--- src/design/cps_pkg.sv ---
// Shared constants, types and helpers for the content pattern scanner.
package cps_pkg;

  localparam int unsigned WIN_DEPTH    = 67;
  localparam int unsigned SPAN         = WIN_DEPTH + 1;
  localparam int unsigned SCRIPT_COUNT = 33;
  // longest script pattern, in bytes
  localparam int unsigned DANGER_SPAN  = 18;

  localparam logic [1:0] CFG_EICAR_ENABLE   = 2'd0;
  localparam logic [1:0] CFG_SCRIPT_ENABLE  = 2'd1;
  localparam logic [1:0] CFG_MAX_SCAN_BYTES = 2'd2;

  localparam logic [31:0] MAX_SCAN_RESET = 32'd16777216;

  typedef enum logic [2:0] {
    SEV_INFO     = 3'd0,
    SEV_LOW      = 3'd1,
    SEV_MEDIUM   = 3'd2,
    SEV_HIGH     = 3'd3,
    SEV_CRITICAL = 3'd4
  } severity_t;

  typedef enum logic [1:0] {
    VERDICT_CLEAN      = 2'd0,
    VERDICT_SUSPICIOUS = 2'd1,
    VERDICT_MALICIOUS  = 2'd2
  } verdict_t;

  typedef struct packed {
    logic                    eicar;
    logic [SCRIPT_COUNT-1:0] danger;
  } hits_t;

  // Oldest character sits in the top byte.
  localparam logic [SPAN*8-1:0] EICAR_TEXT =
    "X5O!P%@AP[4\\PZX54(P^)7CC)7}$EICAR-STANDARD-ANTIVIRUS-TEST-FILE!$H+H*";

  // Right-aligned, zero padded on the left; a zero byte is a don't-care.
  localparam logic [DANGER_SPAN*8-1:0] DANGER_TEXT [SCRIPT_COUNT] = '{
    "rm -rf",             "mkfs.",
    ":(){ :|:& };:",      "format c:",
    "reg delete",         "bcdedit",
    "os.execute",         "io.popen",
    "loadstring(",        "os.system",
    "subprocess",         "invoke-expression",
    "downloadstring",     "downloadfile(",
    "certutil -urlcache", "certutil -decode",
    "bitsadmin",          "mshta ",
    "wscript.shell",      "shell.application",
    "powershell",         "-encodedcommand",
    "cmd.exe",            "reg add",
    "virtualalloc",       "createremotethread",
    "writeprocessmemory", "eval(",
    "exec(",              "__import__",
    "createobject(",      "dofile(",
    "base64"
  };

  localparam severity_t DANGER_SEV [SCRIPT_COUNT] = '{
    SEV_HIGH,   SEV_HIGH,   SEV_HIGH,   SEV_HIGH,   SEV_HIGH,   SEV_HIGH,
    SEV_HIGH,   SEV_HIGH,   SEV_HIGH,   SEV_HIGH,   SEV_MEDIUM, SEV_HIGH,
    SEV_HIGH,   SEV_HIGH,   SEV_HIGH,   SEV_HIGH,   SEV_HIGH,   SEV_HIGH,
    SEV_HIGH,   SEV_HIGH,   SEV_MEDIUM, SEV_HIGH,   SEV_MEDIUM, SEV_MEDIUM,
    SEV_HIGH,   SEV_HIGH,   SEV_HIGH,   SEV_MEDIUM, SEV_MEDIUM, SEV_MEDIUM,
    SEV_MEDIUM, SEV_MEDIUM, SEV_LOW
  };

  function automatic logic [7:0] lower_ascii(input logic [7:0] c);
    lower_ascii = (c >= 8'h41 && c <= 8'h5A) ? c + 8'd32 : c;
  endfunction

endpackage

--- src/design/cps_byte_if.sv ---
// Content byte channel: valid/ready with one byte and a last flag.
interface cps_byte_if;
  logic       valid;
  logic       ready;
  logic [7:0] scan_byte;
  logic       last_byte;

  modport source (output valid, output scan_byte, output last_byte, input ready);
  modport sink   (input valid, input scan_byte, input last_byte, output ready);
endinterface

--- src/design/cps_result_if.sv ---
// Scan result channel: valid/ready with the per-content report.
interface cps_result_if;
  logic                              valid;
  logic                              ready;
  logic [cps_pkg::SCRIPT_COUNT-1:0]  script_hit_mask;
  logic                              eicar_found;
  logic                              oversize;
  logic [2:0]                        worst_severity;
  logic [1:0]                        verdict;

  modport source (output valid, output script_hit_mask, output eicar_found,
                  output oversize, output worst_severity, output verdict,
                  input ready);
  modport sink   (input valid, input script_hit_mask, input eicar_found,
                  input oversize, input worst_severity, input verdict,
                  output ready);
endinterface

--- src/design/cps_matcher.sv ---
// Parallel comparators: EICAR string and script patterns ending at the newest byte.
module cps_matcher (
  input  logic [7:0]    span [cps_pkg::SPAN],
  output cps_pkg::hits_t hits
);

  logic [7:0] folded [cps_pkg::SPAN];

  always_comb begin
    for (int j = 0; j < cps_pkg::SPAN; j++) begin
      folded[j] = cps_pkg::lower_ascii(span[j]);
    end
  end

  always_comb begin
    logic [7:0] pb;
    logic       ok;
    hits.eicar = 1'b1;
    for (int j = 0; j < cps_pkg::SPAN; j++) begin
      if (span[j] != cps_pkg::EICAR_TEXT[(cps_pkg::SPAN-1-j)*8 +: 8]) begin
        hits.eicar = 1'b0;
      end
    end
    for (int k = 0; k < cps_pkg::SCRIPT_COUNT; k++) begin
      ok = 1'b1;
      for (int j = 0; j < cps_pkg::DANGER_SPAN; j++) begin
        pb = cps_pkg::DANGER_TEXT[k][(cps_pkg::DANGER_SPAN-1-j)*8 +: 8];
        if (pb != 8'd0 && pb != folded[cps_pkg::SPAN-cps_pkg::DANGER_SPAN+j]) begin
          ok = 1'b0;
        end
      end
      hits.danger[k] = ok;
    end
  end

endmodule

--- src/design/content_pattern_scanner_unit.sv ---
// Content pattern scanner top level: window, hit collection and result register.
//
//   channel  | dir | payload                                        | rule
//   content  | in  | scan_byte, last_byte                           | valid & ready
//   report   | out | script_hit_mask, eicar_found, oversize,        | valid & ready
//            |     | worst_severity, verdict                        |
//   cfg      | in  | cfg_index, cfg_data                            | cfg_we
//
// One byte per cycle while no last byte is held (see below). A byte is registered on input
// and matched against the 67-byte window in the next cycle; a last byte's report is loaded
// into the output register as that byte leaves the input register. Reset (rst,
// synchronous) clears window and counters and restores enables and scan limit.
// A last byte waits in the input register only while an unread report is held and
// not taken; other bytes flow through.
module content_pattern_scanner_unit (
  input  logic                clk,
  input  logic                rst,
  cps_byte_if.sink            content,
  cps_result_if.source        report,
  input  logic                cfg_we,
  input  logic [1:0]          cfg_index,
  input  logic [31:0]         cfg_data
);

  logic        eicar_enable;
  logic        script_enable;
  logic [31:0] max_scan_bytes;

  logic        s1_valid;
  logic [7:0]  s1_byte;
  logic        s1_last;
  logic        s1_adv;
  logic        step;

  logic [7:0]                       win [cps_pkg::WIN_DEPTH];
  logic [7:0]                       span [cps_pkg::SPAN];
  logic [31:0]                      bytes_counted;
  logic [31:0]                      bytes_counted_next;
  logic [cps_pkg::SCRIPT_COUNT-1:0] pattern_seen;
  logic [cps_pkg::SCRIPT_COUNT-1:0] pattern_seen_next;
  logic                             test_string_seen;
  logic                             test_string_seen_next;
  logic                             in_scope;
  cps_pkg::hits_t                   hits;

  logic [cps_pkg::SCRIPT_COUNT-1:0] mask;
  logic                             eic;
  cps_pkg::severity_t               worst;
  cps_pkg::verdict_t                verdict;

  // config
  always_ff @(posedge clk) begin
    if (rst) begin
      eicar_enable   <= 1'b1;
      script_enable  <= 1'b0;
      max_scan_bytes <= cps_pkg::MAX_SCAN_RESET;
    end else if (cfg_we) begin
      case (cfg_index)
        cps_pkg::CFG_EICAR_ENABLE:   eicar_enable   <= cfg_data[0];
        cps_pkg::CFG_SCRIPT_ENABLE:  script_enable  <= cfg_data[0];
        cps_pkg::CFG_MAX_SCAN_BYTES: max_scan_bytes <= cfg_data;
        default: ;
      endcase
    end
  end

  // input register
  assign s1_adv        = !(s1_last && report.valid && !report.ready);
  assign step          = s1_valid && s1_adv;
  assign content.ready = !s1_valid || s1_adv;

  always_ff @(posedge clk) begin
    if (rst) begin
      s1_valid <= 1'b0;
    end else if (content.ready) begin
      s1_valid <= content.valid;
    end
  end

  always_ff @(posedge clk) begin
    if (content.ready && content.valid) begin
      s1_byte <= content.scan_byte;
      s1_last <= content.last_byte;
    end
  end

  // match
  always_comb begin
    for (int j = 0; j < cps_pkg::WIN_DEPTH; j++) begin
      span[j] = win[j];
    end
    span[cps_pkg::WIN_DEPTH] = s1_byte;
  end

  cps_matcher u_matcher (
    .span (span),
    .hits (hits)
  );

  assign in_scope              = bytes_counted < max_scan_bytes;
  assign bytes_counted_next    = (&bytes_counted) ? bytes_counted : bytes_counted + 32'd1;
  assign pattern_seen_next     = pattern_seen | (in_scope ? hits.danger : '0);
  assign test_string_seen_next = test_string_seen | (in_scope & hits.eicar);

  always_ff @(posedge clk) begin
    if (rst) begin
      bytes_counted    <= '0;
      pattern_seen     <= '0;
      test_string_seen <= 1'b0;
      for (int j = 0; j < cps_pkg::WIN_DEPTH; j++) begin
        win[j] <= 8'd0;
      end
    end else if (step) begin
      if (s1_last) begin
        bytes_counted    <= '0;
        pattern_seen     <= '0;
        test_string_seen <= 1'b0;
        for (int j = 0; j < cps_pkg::WIN_DEPTH; j++) begin
          win[j] <= 8'd0;
        end
      end else begin
        bytes_counted    <= bytes_counted_next;
        pattern_seen     <= pattern_seen_next;
        test_string_seen <= test_string_seen_next;
        if (in_scope) begin
          for (int j = 0; j < cps_pkg::WIN_DEPTH; j++) begin
            win[j] <= span[j+1];
          end
        end
      end
    end
  end

  // report
  always_comb begin
    logic any_high;
    logic any_med;
    logic any_low;
    any_high = 1'b0;
    any_med  = 1'b0;
    any_low  = 1'b0;
    mask = script_enable ? pattern_seen_next : '0;
    eic  = eicar_enable & test_string_seen_next;
    for (int k = 0; k < cps_pkg::SCRIPT_COUNT; k++) begin
      if (mask[k] && cps_pkg::DANGER_SEV[k] == cps_pkg::SEV_HIGH)   any_high = 1'b1;
      if (mask[k] && cps_pkg::DANGER_SEV[k] == cps_pkg::SEV_MEDIUM) any_med  = 1'b1;
      if (mask[k] && cps_pkg::DANGER_SEV[k] == cps_pkg::SEV_LOW)    any_low  = 1'b1;
    end
    if (eic)           worst = cps_pkg::SEV_CRITICAL;
    else if (any_high) worst = cps_pkg::SEV_HIGH;
    else if (any_med)  worst = cps_pkg::SEV_MEDIUM;
    else if (any_low)  worst = cps_pkg::SEV_LOW;
    else               worst = cps_pkg::SEV_INFO;
    if (eic)                              verdict = cps_pkg::VERDICT_MALICIOUS;
    else if (worst >= cps_pkg::SEV_MEDIUM) verdict = cps_pkg::VERDICT_SUSPICIOUS;
    else                                  verdict = cps_pkg::VERDICT_CLEAN;
  end

  always_ff @(posedge clk) begin
    if (rst) begin
      report.valid <= 1'b0;
    end else if (step && s1_last) begin
      report.valid <= 1'b1;
    end else if (report.ready) begin
      report.valid <= 1'b0;
    end
  end

  always_ff @(posedge clk) begin
    if (step && s1_last) begin
      report.script_hit_mask <= mask;
      report.eicar_found     <= eic;
      report.oversize        <= bytes_counted_next > max_scan_bytes;
      report.worst_severity  <= worst;
      report.verdict         <= verdict;
    end
  end

endmodule

--- src/flat_wrapper.sv ---
// flat-port wrapper written by rule: the top's interface ports become plain ports
module content_pattern_scanner_unit_flat 
  (clk, rst, cfg_we, cfg_index, cfg_data, content_valid, content_scan_byte, content_last_byte, content_ready, report_valid, report_script_hit_mask, report_eicar_found, report_oversize, report_worst_severity, report_verdict, report_ready);
  cps_byte_if content_i ();
  cps_result_if report_i ();
  input  logic clk;
  input  logic rst;
  input  logic cfg_we;
  input  logic [1:0] cfg_index;
  input  logic [31:0] cfg_data;
  input wire logic [$bits(content_i.valid)-1:0] content_valid;
  input wire logic [$bits(content_i.scan_byte)-1:0] content_scan_byte;
  input wire logic [$bits(content_i.last_byte)-1:0] content_last_byte;
  output wire logic [$bits(content_i.ready)-1:0] content_ready;
  output wire logic [$bits(report_i.valid)-1:0] report_valid;
  output wire logic [$bits(report_i.script_hit_mask)-1:0] report_script_hit_mask;
  output wire logic [$bits(report_i.eicar_found)-1:0] report_eicar_found;
  output wire logic [$bits(report_i.oversize)-1:0] report_oversize;
  output wire logic [$bits(report_i.worst_severity)-1:0] report_worst_severity;
  output wire logic [$bits(report_i.verdict)-1:0] report_verdict;
  input wire logic [$bits(report_i.ready)-1:0] report_ready;
  assign content_i.valid = content_valid;
  assign content_i.scan_byte = content_scan_byte;
  assign content_i.last_byte = content_last_byte;
  assign content_ready = content_i.ready;
  assign report_valid = report_i.valid;
  assign report_script_hit_mask = report_i.script_hit_mask;
  assign report_eicar_found = report_i.eicar_found;
  assign report_oversize = report_i.oversize;
  assign report_worst_severity = report_i.worst_severity;
  assign report_verdict = report_i.verdict;
  assign report_i.ready = report_ready;
  content_pattern_scanner_unit u_core (.clk(clk), .rst(rst), .content(content_i), .report(report_i), .cfg_we(cfg_we), .cfg_index(cfg_index), .cfg_data(cfg_data));
endmodule
--- config.mk ---
export PLATFORM = sky130hd
export DESIGN_NAME = content_pattern_scanner_unit_flat
export DESIGN_NICKNAME = d
export VERILOG_FILES = /design/src/design/cps_pkg.sv /design/src/design/cps_byte_if.sv /design/src/design/cps_result_if.sv /design/src/design/cps_matcher.sv /design/src/design/content_pattern_scanner_unit.sv /design/src/flat_wrapper.sv
export SDC_FILE = /design/constraint.sdc
export NUM_CORES = 1
export LEC_CHECK = 0
export BUFFER_PORTS_ARGS = -buffer_cell sky130_fd_sc_hd__buf_4
export CORE_ASPECT_RATIO = 1.75
export CORE_MARGIN = 5
export CORE_UTILIZATION = 65
export DETAILED_ROUTE_END_ITERATION = 7
export HOLD_SLACK_MARGIN = 0.15
export PLACE_DENSITY = 0.87
export SETUP_SLACK_MARGIN = 0.15
export SLEW_MARGIN = 10
export SYNTH_ARGS = -nofsm -noshare
export SYNTH_HDL_FRONTEND = slang
export SYNTH_HIERARCHICAL = 1
export SYNTH_SLANG_ARGS = --single-unit
export TNS_END_PERCENT = 5
--- constraint.sdc ---
create_clock -name clk -period 41.5 [get_ports clk]
set_input_delay 4.15 -clock clk [delete_from_list [all_inputs] [get_ports clk]]
set_output_delay 4.15 -clock clk [all_outputs]
set_load 0.05 [all_outputs]
==> qor.csv, run 1 <==
stage,metric,value,unit
worst_setup_path,critical_path_depth,10,
outcome,status,"complete, no violations",
clock_network,ctsResizeCount,0,
clock_network,clockRootBuffer,clkbuf_16,
timing,min_period,9.06,ns
layout,nets,3112,
timing,maxSlewViolCount,0,
layout,fill_cells,3305,
yosys,syn-mean-instance-area,11.5,um2
global_routing,antenna_found_initial,4,
floorplan,die-area,57100,um2
clock_network,clk_latency,0.65,ns
worst_setup_path,crit_family,buffers and inverters,
yosys,synth-edff-count,584,
floorplan,coreArea,52100,um2
timing,setup_viol,0,
global_routing,grt_pass1_vias,25900,
clock_network,tritoncts,yes,
yosys,ys_warn_count,6,
yosys,ys_seq_elements,686,
global_routing,grt_start_max_net_pins,329,
global_routing,grt_first_pass_wirelength,167000,um
min_path,hp-class,reg -> reg,
detailed_routing,dr_wl_met2,57700,um
clock_network,cts_buffers,57,
floorplan,die_y,313,um
worst_setup_path,end_kind,flop,
layout,seqCellArea,19600,um2
detailed_routing,top_layer,met5,
power,power_density,42.0,nW/um2
layout,multi_input_area,13300,um2
detailed_routing,avgRoutedWirePerCell,31.2,um
detailed_routing,num_vias,26100,
yosys,synth_area,34000,um2
detailed_routing,wl_met3,9730,um
worst_setup_path,r2r_setup_slack,35.08,ns
power,switching_share,24.3,%
power,intPower,1.17,mW
job,max_cap_viol_count,0,
floorplan,die-width,183,um
power,power,1.55,mW
power,peakVddDrop,0.0482,mV
clock_network,htree_levels,2,
power,combPwrFrac,6.1,%
placed_design,place.port_buffers,89,
placed_design,gp_congestion,1.05,
placed_design,hpwl,81800,um
floorplan,ios,90,
yosys,synth_common_cells,"edfxtp_1 (584), and2_1 (551), nand2_1 (167), a21oi_1 (157), nor2_1 (143)",
worst_setup_path,start_kind,input pin,
yosys,synth_most_common_cell,edfxtp_1,
clock_network,clk_pin_slew,0.07,ns
yosys,synth_top_cells_by_area,"edfxtp_1 (52%), and2_1 (10%), dfxtp_1 (6.0%), ha_1 (3.0%), a21oi_1 (2.3%)",
detailed_routing,wl_met1,37700,um
clock_network,clock_sinks,686,
power,leakagePower,13.3,nW
floorplan,initial_core_util,65.3,%
power,switchingPower,0.377,mW
worst_setup_path,worstPathArrival,9.31,ns
yosys,ys_types,88,
yosys,synth_seq_area_share,57.6,%
yosys,synthFlopType,edfxtp_1,
power,clockPowerShare,40.3,%
worst_setup_path,critPathMaxStageDelay,1.04,ns
min_path,hold_path_depth,2,
timing,worstMarginPinSlew,1.27,ns
timing,maxSlewHeadroom,14.4,%
global_routing,grt.overflow.total,0,
timing,rsz0062_at_grt,no,
worst_setup_path,cp_data_required_time,41.75,ns
layout,drive_gt1_share,8.38,%
global_routing,grt_use_total,39.5,%
clock_network,ctsHoldBuffers,0,
yosys,syn_nets,3077,
timing,fin_setup_tns,0,ns
yosys,yosysTopAreaCell,edfxtp_1,
timing,hold_viol,0,
worst_setup_path,path_class,in -> reg,
worst_setup_path,critPathMaxFanout,99,
timing,fin_crit_sh,21.8,%
yosys,yosysTopAreaCellShare,51.6,%
timing,timing.fmax,110,MHz
worst_setup_path,reg2regPathDepth,9,
clock_network,ctsLongestPathBuffers,3,
worst_setup_path,worstPathCellList,buf_4 > nor2b_1 > nand2_1 > and3_2 > or2_2 > buf_4 > or2_4 > buf_4 > buf_4 > buf_4,
timing,clock_skew,0.0532,ns
worst_setup_path,cp_common_cell,buf_4,
yosys,ys_async_sr_fraction,0,%
detailed_routing,ant_nets,0,
detailed_routing,vias_per_cell,7.04,
layout,final_core_util,70.9,%
yosys,syn_inst,2947,
detailed_routing,totalWireLength,116000,um
clock_network,cts_setup_buffers,0,
detailed_routing,drt-initial-drc-count,3439,
detailed_routing,drc_errors,0,
detailed_routing,drt_first_pass_iters,6,
worst_setup_path,path_buf_inv,5,
worst_setup_path,cp_slowest_cell,buf_4,
power,p_seq_share,53.6,%
layout,area_growth,8.68,%
floorplan,row_count,111,
## routing by layer
metal | global-route usage [%] | vias to the layer above
met5 | 0 | -
met4 | 27.1 | 6
met3 | 6.15 | 521
met2 | 68.3 | 1896
met1 | 44.5 | 12700
li1 | - | 11000
## registers in the layout, indices dropped and copies added, names as in the netlist, 2 cells and up
name                           cells
u_core/bytes_counted              32
u_core/max_scan_bytes             32
u_core/pattern_seen               33
u_core/report.script_hit_mask     33
u_core/report.verdict              2
u_core/report.worst_severity       2
u_core/s1_byte                     8
u_core/win                       536
## cells in the final DEF, fill, tap and decap left out, types with 10 or more instances in the layout
cell and instances:
a21o_1 20, a21oi_1 157, a31oi_1 12, and2_1 551, and3_1 25, and4_1 16
and4b_1 16, buf_4 111, bufinv_16 15, clkbuf_16 59, clkinv_2 10, dfxtp_1 102
edfxtp_1 584, ha_1 82, inv_1 60, nand2_1 167, nand2b_1 28, nand3_1 54
nand3b_1 15, nand4_1 108, nand4b_1 30, nor2_1 143, nor2b_1 87, nor3_1 63
nor3b_1 18, nor4_1 93, nor4b_1 50, nor4bb_1 34, o21ai_0 44, o22ai_1 12
o31ai_1 11, or2_2 16, or3_1 19, or4_1 36, xnor2_1 18, xor2_1 12
## worst reg2reg max path, stage by stage (launching register included)
cell and delay [ns]:
dfxtp_1 0.45, ha_1 0.30, a21o_1 0.16, a221o_1 0.32, a221oi_1 0.62, and3_4 0.67, or2_4 0.64, buf_4 0.86
buf_4 0.87, buf_4 1.08
## cell type report
class | count | share of cell area (%)
Antenna cell | 2 | 0.0135
Clock buffer | 66 | 4.07
Clock inverter | 42 | 1.80
Inverter | 60 | 0.610
Multi-Input combinational cell | 2064 | 35.9
Sequential cell | 686 | 53.0
Tap cell | 678 | 2.30
Timing Repair Buffer | 113 | 2.35
## cell families after synthesis
logic type      Yosys count  synth area share, %
compound gates          350                 6.49
xor+xnor                 30                0.773
fa+ha+maj                82                 3.02
buf+inv                 197                 3.49
flops                   686                 57.6
mux                       1               0.0294
simple gates           1601                 28.6
## final timing paths
kind,start,end
worst max register to register,u_core/bytes_counted[25],u_core/win[56][5]
worst min register to register,u_core/max_scan_bytes[7],u_core/max_scan_bytes[7]
worst max-delay path,report_ready,u_core/win[56][5]
worst min-delay path,u_core/max_scan_bytes[7],u_core/max_scan_bytes[7]
## stage by stage
step           cells  setup WS [ns]  area (um2)  hold slack, ns
6_report        3711          32.44       36900           0.455
5_1_grt         3709          32.14       36900           0.479
4_1_cts         3708          32.49       36900           0.457
3_5_place_dp    3600          31.84       34800           0.448
3_3_place_gp    3600          32.11       34800           0.447
2_1_floorplan   2947          23.32       34000           0.436
## power by group through the flow
| stage | Clock, mW | Combinational (mW) | Sequential [mW] |
|---|---|---|---|
| finish | 0.625 | 0.0943 | 0.831 |
| global route | 0.658 | 0.0987 | 0.832 |
| CTS | 0.625 | 0.0910 | 0.828 |
| detailed placement | 0 | 0.0895 | 0.841 |
| global placement | 0 | 0.0861 | 0.839 |
| floorplan | 0 | 0.0637 | 0.833 |
(Power assumes the default switching activity.)
==> run 2, diff against run 1 <==
--- a/config.mk
+++ b/config.mk
@@ -8,10 +8,10 @@
 export BUFFER_PORTS_ARGS = -buffer_cell sky130_fd_sc_hd__buf_4
 export CORE_ASPECT_RATIO = 1.75
 export CORE_MARGIN = 5
-export CORE_UTILIZATION = 65
+export CORE_UTILIZATION = 57
 export DETAILED_ROUTE_END_ITERATION = 7
 export HOLD_SLACK_MARGIN = 0.15
-export PLACE_DENSITY = 0.87
+export PLACE_DENSITY = 0.81
 export SETUP_SLACK_MARGIN = 0.15
 export SLEW_MARGIN = 10
 export SYNTH_ARGS = -nofsm -noshare
==> constraint.sdc (replaced) <==
create_clock -name clk -period 7.64 [get_ports clk]
set_input_delay 0.764 -clock clk [delete_from_list [all_inputs] [get_ports clk]]
set_output_delay 0.764 -clock clk [all_outputs]
set_load 0.05 [all_outputs]
==> run 2 against run 1 <==
Die area rose by 13%; critical endpoint is now u_core/report.oversize; design area rose by 0.63%; clock power rose to 5.0 times the previous value; register-to-register slack got worse by 33 ns; global-route usage fell by 1.3 points; total power rose to 5.3 times the previous value; via count fell by 1.4%; core utilization fell by 8.1 points; count of clock-buffer cells in the layout rose by 2.
==> qor.csv, run 2 (synthesis gave the netlist of run 1 again) <==
stage,metric,value,unit
layout,largest_reg_flops,536,
clock_network,cts_setup_buffers,0,
layout,top_register,u_core/win,
clock_network,htree_levels,2,
timing,clock_skew,0.0324,ns
timing,min_period,5.88,ns
power,switchingPower,2.05,mW
clock_network,tritoncts,yes,
layout,area_growth,9.37,%
detailed_routing,ant_nets,0,
worst_setup_path,path_class,reg -> reg,
floorplan,die_y,333,um
global_routing,grt_pass1_vias,26100,
worst_setup_path,start_kind,flop,
floorplan,row_count,118,
timing,fin_crit_sh,76.9,%
min_path,hp-class,in -> reg,
worst_setup_path,critPathMaxFanout,14,
layout,layout_common_cells,"edfxtp_1 (584), and2_1 (551), nand2_1 (167)",
timing,timing.hold.ws,0.283,ns
job,max_cap_viol_count,0,
timing,worstMarginPinSlew,1.42,ns
placed_design,place.port_buffers,89,
global_routing,grt.overflow.total,0,
floorplan,initial_core_util,57.4,%
clock_network,clock_sinks,686,
worst_setup_path,r2r_setup_slack,1.76,ns
placed_design,gp_congestion,1.10,
worst_setup_path,worstPathArrival,6.29,ns
power,intPower,6.12,mW
timing,final.setup.worst_slack,1.76,ns
clock_network,ctsHoldBuffers,0,
floorplan,ios,90,
floorplan,coreArea,59200,um2
power,peakVddDrop,0.257,mV
timing,rsz0062_at_grt,no,
clock_network,ctsResizeCount,0,
global_routing,grt_first_pass_wirelength,179000,um
placed_design,hpwl,93900,um
power,p_seq_share,54.8,%
timing,setup_viol,0,
power,clockPowerShare,38.2,%
power,switching_share,25.0,%
power,combPwrFrac,7.0,%
layout,reg.largest.list,"u_core/win: 536 flops, u_core/pattern_seen: 33 flops, u_core/report.script_hit_mask: 33 flops",
detailed_routing,drt_first_pass_iters,6,
timing,hold_viol,0,
outcome,status,"complete, no violations",
placed_design,dpl_worst_slack,2.16,ns
power,power,8.17,mW
layout,mostFrequentLayoutCell,edfxtp_1,
layout,drive_gt1_share,9.28,%
clock_network,ctsLongestPathBuffers,3,
global_routing,grt_start_max_net_pins,332,
detailed_routing,totalWireLength,127000,um
floorplan,die-area,64800,um2
detailed_routing,drt-initial-drc-count,2819,
power,power_density,220,nW/um2
global_routing,grt_use_total,38.2,%
detailed_routing,avgRoutedWirePerCell,32.9,um
clock_network,clk_pin_slew,0.07,ns
worst_setup_path,end_kind,flop,
floorplan,die-width,195,um
clock_network,cts_buffers,60,
layout,fill_cells,4527,
worst_setup_path,cp_data_required_time,8.05,ns
timing,fin_setup_tns,0,ns
clock_network,clk_latency,0.67,ns
layout,final_core_util,62.8,%
layout,nets,3140,
detailed_routing,num_vias,25800,
detailed_routing,vias_per_cell,6.71,
timing,timing.fmax,170,MHz
clock_network,clockRootBuffer,clkbuf_16,
global_routing,antenna_found_initial,11,
detailed_routing,drc_errors,0,
timing,maxSlewHeadroom,4.41,%
timing,maxSlewViolCount,0,
power,leakagePower,13.4,nW
run 2: final cells by class:
cell class                      count  area (um2)  share of cell area (%)
Timing Repair Buffer              138        1110                    2.99
Antenna cell                        4        10.0                  0.0269
Sequential cell                   686       19600                    52.7
Clock buffer                       68        1580                    4.26
Multi-Input combinational cell   2064       13300                    35.7
Inverter                           60         225                   0.606
Tap cell                          780         976                    2.63
Clock inverter                     43         413                    1.11
run 2: metrics by stage:
step	std cells	cell area, um2
3_3_place_gp	3728	35200
3_5_place_dp	3728	35200
4_1_cts	3839	37200
2_1_floorplan	2947	34000
6_report	3843	37200
5_1_grt	3841	37200
run 2: critical path: stages (launching register included):
cell	delay [ns]
dfxtp_1	0.44
ha_1	0.21
nand2_1	0.13
nor4_1	1.19
nand4_2	0.47
and4_1	0.61
and4_1	0.39
nand3_1	0.13
xnor2_1	0.08
ha_1	0.30
nand4_1	0.09
nor2_1	0.31
nand4_1	0.20
a21oi_1	0.44
o41ai_1	0.15
a21oi_1	0.44
run 2: final timing paths:
path,end,startpoint,cells after the start
hold reg to reg,u_core/max_scan_bytes[30],u_core/max_scan_bytes[30],2
setup reg to reg,u_core/report.oversize,u_core/bytes_counted[0],15
setup / recovery,u_core/report.oversize,u_core/bytes_counted[0],15
hold / removal,u_core/s1_last,content_last_byte,1
run 2: power groups by stage:
stage / Sequential [mW] / Clock (mW) / Combinational, mW
after floorplan: 4.46 / 0 / 0.346
after global placement: 4.54 / 0 / 0.534
after detailed placement: 4.54 / 0 / 0.543
final: 4.48 / 3.12 / 0.568
after global routing: 4.49 / 3.30 / 0.586
after CTS: 4.47 / 3.15 / 0.547
run 2: metal layers:
| layer | global-route usage [%] | part of all wire (%) | up-vias |
|---|---|---|---|
| li1 | - | - | 11100 |
| met1 | 36.0 | 29 | 12600 |
| met2 | 67.2 | 51 | 1481 |
| met3 | 7.80 | 7.0 | 584 |
| met4 | 37.2 | 13 | 2 |
| met5 | 0 | 0.0063 | - |
